### src/tnst_ram.sv
// Generic single-write, single-read RAM with registered read data.
// No dependencies.
`default_nettype none
module tnst_ram #(
  parameter int WIDTH = 8,
  parameter int DEPTH = 16
) (
  input  wire logic                     clk,
  input  wire logic                     we,
  input  wire logic [$clog2(DEPTH)-1:0] waddr,
  input  wire logic [WIDTH-1:0]         wdata,
  input  wire logic [$clog2(DEPTH)-1:0] raddr,
  output logic      [WIDTH-1:0]         rdata
);

  logic [WIDTH-1:0] mem [DEPTH];

  always_ff @(posedge clk) begin
    if (we) begin
      mem[waddr] <= wdata;
    end
    rdata <= mem[raddr];
  end

endmodule
`default_nettype wire

### config.mk
export PLATFORM = sky130hd
export DESIGN_NAME = tnst_ram
export DESIGN_NICKNAME = d
export VERILOG_FILES = /design/src/tnst_ram.sv
export SDC_FILE = /design/constraint.sdc
export NUM_CORES = 1
export LEC_CHECK = 0
export ABC_AREA = 1
export BUFFER_PORTS_ARGS = -buffer_cell sky130_fd_sc_hd__buf_2
export CELL_PAD_IN_SITES_DETAIL_PLACEMENT = 1
export CELL_PAD_IN_SITES_GLOBAL_PLACEMENT = 1
export CORE_UTILIZATION = 45
export DETAILED_ROUTE_END_ITERATION = 10
export PLACE_DENSITY = 0.72
export SYNTH_ARGS = -nofsm -noshare
export SYNTH_HDL_FRONTEND = slang
export SYNTH_SLANG_ARGS = --single-unit
### constraint.sdc
create_clock -name clk -period 1.5 [get_ports clk]
set_input_delay 0.075 -clock clk [delete_from_list [all_inputs] [get_ports clk]]
set_output_delay 0.075 -clock clk [all_outputs]
set_load 0.01 [all_outputs]
==> reports/metrics.yaml, run 1 <==
outcome:
  status: "finished clean"
clocking:
  cts_root_buffer: "clkbuf_16"
  numCtsBuffers: 17
  clock_path_buffers: 2
  postCtsSetupBuffers: 0
  ctsHoldBuffers: 0
  cts_tree: "yes"
  cts.sink_count: 136
  clk_pin_slew_worst_paths_ns: 0.05
  post_cts_resized: 0
  cts_max_level: 4
  clkLatencyLatePin_ns: 0.42
synth:
  syn_nets: 569
  avgSynthCellArea_sq_um: 10.5
  synth_area_sq_um: 5770
  synth_area_leader_cell: "edfxtp_1"
  synth_area_leaders: "edfxtp_1 (67%), nand2_1 (11%), nand3_1 (8.4%)"
  seq_area_frac_synth_pct: 69.4
  syn-instance-count: 551
  synth_top_area_share_pct: 66.7
  synthDistinctLibCells: 12
  synth-seq-cells: 136
  yosysWarnings: 0
floorplan:
  die_y_um: 115
  rows: 40
  core_sq_um: 12300
  ios: 26
  dieWidth_um: 115
  start_util_pct: 47.0
  dieArea_sq_um: 13300
timing:
  hold_violations: 0
  maxSlewHeadroom_pct: 72.7
  tightest_slew_ns: 0.409
  fin_setup_tns_ns: 0
  finalCritPeriodShare_pct: 71.9
  finalMaxSlewViolations: 0
  fmax_mhz: 928
  skew_ns: 0.00673
  rsz0062_at_grt: "no"
  period_minus_slack_ns: 1.08
  setup_viol: 0
setup_path:
  cp-startpoint: "mem[1][0]"
  criticalPathCategory: "flip-flop to flip-flop"
  cp.depth: 6
  slowest_stage: "edfxtp_1"
  slowest_delay_ns: 0.36
  worstPathArrival_ns: 1.39
  cp-start-kind: "flip-flop"
  regToRegSetupSlack_ns: 0.42
  r2r_cells: 6
  cp-end-kind: "flip-flop"
  critPathMaxFanout: 1
  path_cells: "inv_1 > nand2_1 > nand3_1 > nand3_1 > nand3_1 > nand2_1"
  critPathBufInv: 1
  crit_required_ns: 1.81
  crit_end: "rdata[0]"
  timing.rr.start: "mem[1][0]"
  rr_endpoint: "rdata[0]"
  crit_family: "simple AND/OR/NAND/NOR gates"
  cpMostUsedCell: "nand3_1"
pwr:
  p_total_mw: 8.70
  ir_worst_vdd_mv: 1.02
  power_density_nw_per_um2: 1290
  p_leak_nw: 2.93
cells_and_area:
  finalNonFillerCells: 776
  n_antenna_cell: 0
  layout_common_cells: "nand2_1 (173), edfxtp_1 (128), inv_1 (100)"
  syn2layout_area_growth_pct: 16.9
  final_util_pct: 55.0
  seqCellArea_sq_um: 4000
  fin_nets: 613
  multi_input_area_sq_um: 1210
  final_common_cell: "nand2_1"
  drive_gt1_share_pct: 12.2
  design_area_sq_um: 6740
  fillCellCount: 1362
routing:
  drt_iter0_drc: 232
  drcViolationCount: 0
  drt-pass1-iter-count: 5
  wirelength_um: 14500
  routedWlPerCell_um: 18.7
  vias_per_cell: 5.01
  postRouteAntennaNets: 0
  num_vias: 3888
worst_hold_path:
  whs_path_depth: 3
  hp-class: "primary input to flip-flop"
placed_design:
  placedCellCount: 744
  placed_area_sq_um: 6190
  dp_hpwl_um: 8970
  portBuffers: 25
  gp_congestion: 0.774
grt:
  grt_overflow: 0
  grt_pass1_vias: 4183
  grtUsageTotal_pct: 24.8
  antenna_found_initial: 1
  grt_pass1_wl_um: 22700
  grt_max_degree: 50
job:
  drv_cap: 0
-- layout make-up --
| class | instances | area share, % |
|---|---|---|
| Multi-Input combinational cell | 289 | 18.0 |
| Clock inverter | 3 | 0.575 |
| Timing Repair Buffer | 49 | 5.64 |
| Inverter | 102 | 5.68 |
| Clock buffer | 29 | 7.57 |
| Sequential cell | 136 | 59.4 |
| Tap cell | 168 | 3.12 |
-- kinds of logic after synthesis --
family	synth area share [%]
and+or+nand+nor	21.0
buffers and inverters	9.52
DFF	69.4
-- how the worst min path moves through the flow --
stage / startpoint / endpoint / slack, ns
6_report: raddr[3] / rdata[4] / 0.02
5_1_grt: raddr[3] / rdata[4] / 0.04
4_1_cts: raddr[3] / rdata[4] / 0.01
3_5_place_dp: raddr[3] / rdata[4] / 0.46
3_3_place_gp: raddr[3] / rdata[4] / 0.45
2_1_floorplan: wdata[0] / mem[0][0] / 0.17
-- sequential cells by signal, indices dropped and copies added, names as in the netlist --
signal  cells
mem       128
rdata       8
-- worst min-delay path: cells and delay by family --
| family | cells | cell delay [ns] |
|---|---|---|
| AND/OR/NAND/NOR | 2 | 0.14 |
| buffers and inverters | 1 | 0.17 |
-- synth_stat cells --
cell / count
inv_2: 2
nor2_1: 17
edfxtp_1: 128
buf_2: 13
buf_4: 4
dfxtp_1: 8
inv_1: 100
nand2_1: 173
buf_1: 1
nand3b_1: 2
buf_6: 6
nand3_1: 97
-- per-stage QoR --
step	hold WS [ns]	worst slack, ns
6_report	0.0223	0.422
5_1_grt	0.0419	0.327
4_1_cts	0.0150	0.418
3_5_place_dp	0.462	0.329
3_3_place_gp	0.451	0.345
2_1_floorplan	0.174	0.474
-- report_power, final --
group | switching (mW) | total [mW] | internal (mW)
Combinational | 0.393 | 0.568 | 0.175
Sequential | 0.0264 | 4.28 | 4.25
Clock | 1.41 | 3.86 | 2.45
-- routing by layer --
layer  up-vias  GRT usage, %  routed length (um)
met1      1933          29.9                6230
met5         -             0                   0
met2        75          42.5                7310
met3        20          5.80                 645
met4         0          11.1                 333
li1       1860             -                   -
Power figures use the tool's default switching activity.
==> inputs of run 2 (changes only) <==
clock period = 1 ns   (was 1.5 ns; I/O delays follow)
==> run 2 against run 1 <==
Compared with the run above: the flow now finishes with violations (negative setup slack); clock skew hardly changed; wire length is 2.8% higher; clock-buffer cell count is 6 lower; die area stayed put; total power is 60% higher; cell area is 4.5% higher; combinational power is 67% higher; via count is 0.93% higher; worst hold slack better by 0.034 ns; critical path type unchanged; largest power group is now the clock network.
==> reports/metrics.yaml, run 2 (synthesis results as in run 1) <==
cells_and_area:
  final_common_cell: "nand2_1"
  n_antenna_cell: 0
  top_register: "mem"
  top_regs: "mem (128), rdata (8)"
  layout_common_cells: "nand2_1 (168), edfxtp_1 (128), inv_1 (99)"
  drive_gt1_share_pct: 20.9
  final_util_pct: 57.4
  syn2layout_area_growth_pct: 22.1
  finalNonFillerCells: 780
  fin_nets: 617
  largest_register_ffs: 128
timing:
  fmax_mhz: 979
  maxSlewHeadroom_pct: 71.4
  hold_violations: 0
  rsz0062_at_grt: "yes"
  finalCritPeriodShare_pct: 102
  setup_viol: 1
  period_minus_slack_ns: 1.02
  finalMaxSlewViolations: 0
  finalWorstSetupSlack_ns: -0.0210
  skew_ns: 0.00671
  tightest_slew_ns: 0.428
  fin_setup_tns_ns: -0.0210
clocking:
  clkLatencyLatePin_ns: 0.42
  cts.sink_count: 136
  numCtsBuffers: 17
  postCtsSetupBuffers: 0
  clock_path_buffers: 2
  clk_pin_slew_worst_paths_ns: 0.06
  cts_tree: "yes"
  cts_root_buffer: "clkbuf_16"
  cts_max_level: 4
routing:
  postRouteAntennaNets: 0
  wirelength_um: 14900
  drcViolationCount: 0
  routedWlPerCell_um: 19.1
  vias_per_cell: 5.03
  num_vias: 3924
  drt_iter0_drc: 242
  drt-pass1-iter-count: 4
setup_path:
  critPathMaxFanout: 1
  slowest_delay_ns: 0.38
  path_cells: "inv_1 > nand2_1 > nand3_1 > nand3_2 > nand3_2 > nand2_2"
  cpMostUsedCell: "nand3_2"
  criticalPathCategory: "flip-flop to flip-flop"
  regToRegSetupSlack_ns: -0.02
  cp-end-kind: "flip-flop"
  slowest_stage: "edfxtp_1"
  crit_required_ns: 1.31
  cp-start-kind: "flip-flop"
  worstPathArrival_ns: 1.33
worst_hold_path:
  hp-class: "primary input to flip-flop"
floorplan:
  dieArea_sq_um: 13300
  die_y_um: 115
  dieWidth_um: 115
  start_util_pct: 47.0
  rows: 40
  core_sq_um: 12300
  ios: 26
grt:
  grt_max_degree: 61
  antenna_found_initial: 0
  grt_pass1_wl_um: 23000
  grtUsageTotal_pct: 24.9
  grt_pass1_vias: 4152
  grt_overflow: 0
placed_design:
  portBuffers: 25
  placedCellCount: 748
  dp_hpwl_um: 9030
  gp_congestion: 0.773
pwr:
  p_leak_nw: 3.07
  ir_worst_vdd_mv: 1.42
  power_density_nw_per_um2: 1980
  p_total_mw: 13.9
outcome:
  violations: "negative setup slack"
  status: "finished, violations left"
job:
  drv_cap: 0
==> run 2: final cells by class <==
type	instances	area, sq um
Clock buffer	23	478
Clock inverter	9	145
Fill cell	1301	5220
Inverter	102	383
Multi-Input combinational cell	289	1410
Sequential cell	136	4010
Tap cell	168	210
Timing Repair Buffer	53	410
==> run 2: path summary, 6_finish.rpt <==
path	start	end	cells after the start
worst max-delay path	mem[14][0]	rdata[0]	6
worst min-delay path	wdata[2]	mem[4][2]	1
worst min register to register	mem[10][6]	rdata[6]	6
worst max register to register	mem[14][0]	rdata[0]	6
==> run 2: through the flow <==
step | setup slack [ns] | area [sq um] | hold WS, ns
6_report | -0.0210 | 7040 | 0.0567
5_1_grt | -0.0365 | 7040 | 0.0444
4_1_cts | -0.0216 | 6890 | 0.0368
3_5_place_dp | -0.155 | 6220 | 0.450
3_3_place_gp | -0.118 | 6220 | 0.444
2_1_floorplan | -0.000845 | 5770 | 0.149
==> run 2: report_power, final <==
group          internal (mW)  switching, mW  leakage (nW)
Sequential              6.38         0.0389          1.22
Clock                   4.35           2.24         0.311
Combinational          0.300          0.646          1.54
==> run 2: critical path, delay by kind of cell, from the launching register on <==
| family | cells | cell delay, ns |
|---|---|---|
| flops | 1 | 0.38 |
| buf+inv | 1 | 0.09 |
| simple gates | 5 | 0.44 |
==> run 2: per-layer routing <==
layer	vias up	wire [um]	track usage (%)
met4	0	202	8.66
li1	1873	-	-
met2	93	7710	42.0
met1	1939	6380	30.8
met5	-	0	0
met3	19	628	6.75
==> run 2: what timing repair did <==
| item | 4_1_cts | 5_1_grt |
|---|---|---|
| resized for setup | 9 | 35 |
| endpoints found under the setup margin | 7 | 9 |
| hold buffers | 0 | 0 |
| pin swaps | 1 | 13 |
==> inputs of run 3 (changes only) <==
CTS_BUF_LIST = sky130_fd_sc_hd__clkbuf_8   (was not set)
==> run 3 against run 2 <==
Compared with the run above: the run now ends clean; total power down 12%; non-clock buffer count rose by 2; critical path depth shrank 5; wire length decreased by 4.1%; fmax grew 4.2%; via count decreased by 0.82%; sequential share of layout area grew 1.2 points; worst hold slack lost 0.033 ns; combinational power up 1%; largest cell class unchanged.
==> reports/metrics.yaml, run 3 (synthesis results as in run 1) <==
outcome:
  status: "finished clean"
cells_and_area:
  fillCellCount: 1314
  multi_input_area_sq_um: 1420
  syn2layout_area_growth_pct: 19.6
  fin_nets: 619
  drive_gt1_share_pct: 21.7
  top_regs: "mem (128), rdata (8)"
  final_common_cell: "nand2_1"
  seqCellArea_sq_um: 4010
  n_antenna_cell: 0
  top_register: "mem"
  layout_common_cells: "nand2_1 (169), edfxtp_1 (128), inv_1 (101)"
  largest_register_ffs: 128
pwr:
  p_total_mw: 12.3
  power_density_nw_per_um2: 1780
  p_leak_nw: 3.02
  ir_worst_vdd_mv: 1.42
timing:
  period_minus_slack_ns: 0.980
  tightest_slew_ns: 0.430
  setup_viol: 0
  finalCritPeriodShare_pct: 98.0
  skew_ns: 0.0107
  maxSlewHeadroom_pct: 71.3
  fin_setup_tns_ns: 0
  finalMaxSlewViolations: 0
  rsz0062_at_grt: "yes"
  hold_violations: 0
  fmax_mhz: 1020
setup_path:
  regToRegSetupSlack_ns: 0.02
  criticalPathCategory: "flip-flop to primary output"
  rr_endpoint: "rdata[0]"
  timing.rr.start: "mem[14][0]"
  r2r_cells: 6
  critPathBufInv: 1
  critPathMaxFanout: 1
  cp-end-kind: "primary output"
  path_cells: "buf_6"
  slowest_stage: "dfxtp_2"
  cp-start-kind: "flip-flop"
  slowest_delay_ns: 0.36
  crit_family: "flip-flops"
  worstPathArrival_ns: 0.93
  crit_required_ns: 0.95
  cp.depth: 1
grt:
  grt_pass1_wl_um: 22500
  antenna_found_initial: 0
  grtUsageTotal_pct: 24.1
  grt_max_degree: 61
  grt_pass1_vias: 4057
  grt_overflow: 0
clocking:
  numCtsBuffers: 17
  clock_path_buffers: 2
  cts_max_level: 4
  cts_tree: "yes"
  cts_root_buffer: "clkbuf_8"
  clkLatencyLatePin_ns: 0.46
  postCtsSetupBuffers: 0
  clk_pin_slew_worst_paths_ns: 0.08
  cts.sink_count: 136
floorplan:
  core_sq_um: 12300
  ios: 26
  start_util_pct: 47.0
  die_y_um: 115
  dieWidth_um: 115
  rows: 40
  dieArea_sq_um: 13300
routing:
  drcViolationCount: 0
  routedWlPerCell_um: 18.3
  drt-pass1-iter-count: 4
  vias_per_cell: 4.98
  drt_iter0_drc: 244
  num_vias: 3892
  postRouteAntennaNets: 0
  wirelength_um: 14300
job:
  drv_cap: 0
worst_hold_path:
  hp-class: "primary input to flip-flop"
  min_to: "mem[7][5]"
  whs_path_depth: 1
  hold_start: "wdata[5]"
placed_design:
  gp_congestion: 0.773
  dp_hpwl_um: 9030
  portBuffers: 25
[run 3: changes by cell type in the layout (fill, tap and decap cells not counted), sizes merged]
| cell | previous run | this run |
|---|---|---|
| dlygate4sd3 | 0 | 2 |
| inv | 102 | 105 |
| clkbuf | 23 | 20 |
[run 3: repair_timing]
action,in CTS,in global routing
hold endpoints to repair,5,0
pin swaps,1,19
setup endpoints to repair,8,11
hold buffers,2,0
gates resized for setup,11,40
[run 3: how the worst max path moves through the flow]
stage / endpoint / slack [ns] / start
floorplan: mem[4][0] / -0.0008 / waddr[3]
global placement: rdata[6] / -0.12 / raddr[0]
detailed placement: rdata[6] / -0.15 / raddr[0]
CTS: rdata[2] / 0.006 / mem[9][2]
global route: rdata[0] / -0.03 / mem[15][0]
finish: rdata[7] / 0.02 / rdata[7]
[run 3: cell type report]
cell class / count / share of cell area [%]
multi-input cells: 289 / 20.6
flip-flops and latches: 136 / 58.1
well taps: 168 / 3.05
repair buffers: 55 / 6.42
clock buffers: 20 / 3.99
inverters: 102 / 5.55
clock inverters: 12 / 2.27
[run 3: where the power goes]
group	total, mW	switching (mW)	leakage (nW)	internal (mW)
registers	6.41	0.0402	1.22	6.37
logic	0.956	0.639	1.56	0.317
clock network	4.93	2.06	0.236	2.87
total	12.3	2.74	3.02	9.55
[run 3: metrics by stage]
| stage | utilization [%] | setup WS, ns | hold slack [ns] | instances | cell area (sq um) |
|---|---|---|---|---|---|
| after global routing | 56.3 | -0.0345 | 0.0272 | 782 | 6900 |
| final | 56.3 | 0.0204 | 0.0238 | 782 | 6900 |
| after floorplan | - | -0.000845 | 0.149 | 551 | 5770 |
| after global placement | 50.7 | -0.118 | 0.444 | 748 | 6220 |
| after detailed placement | 50.7 | -0.155 | 0.450 | 748 | 6220 |
| after CTS | 54.8 | 0.00586 | 0.0121 | 782 | 6720 |
[run 3: per-layer routing]
| layer | track usage (%) | vias up | part of all wire, % |
|---|---|---|---|
| met2 | 39.2 | 71 | 50 |
| met4 | 9.52 | 0 | 2.0 |
| met1 | 32.0 | 1932 | 44 |
| met5 | 0 | - | 0 |
| met3 | 4.80 | 22 | 3.6 |
| li1 | - | 1867 | - |
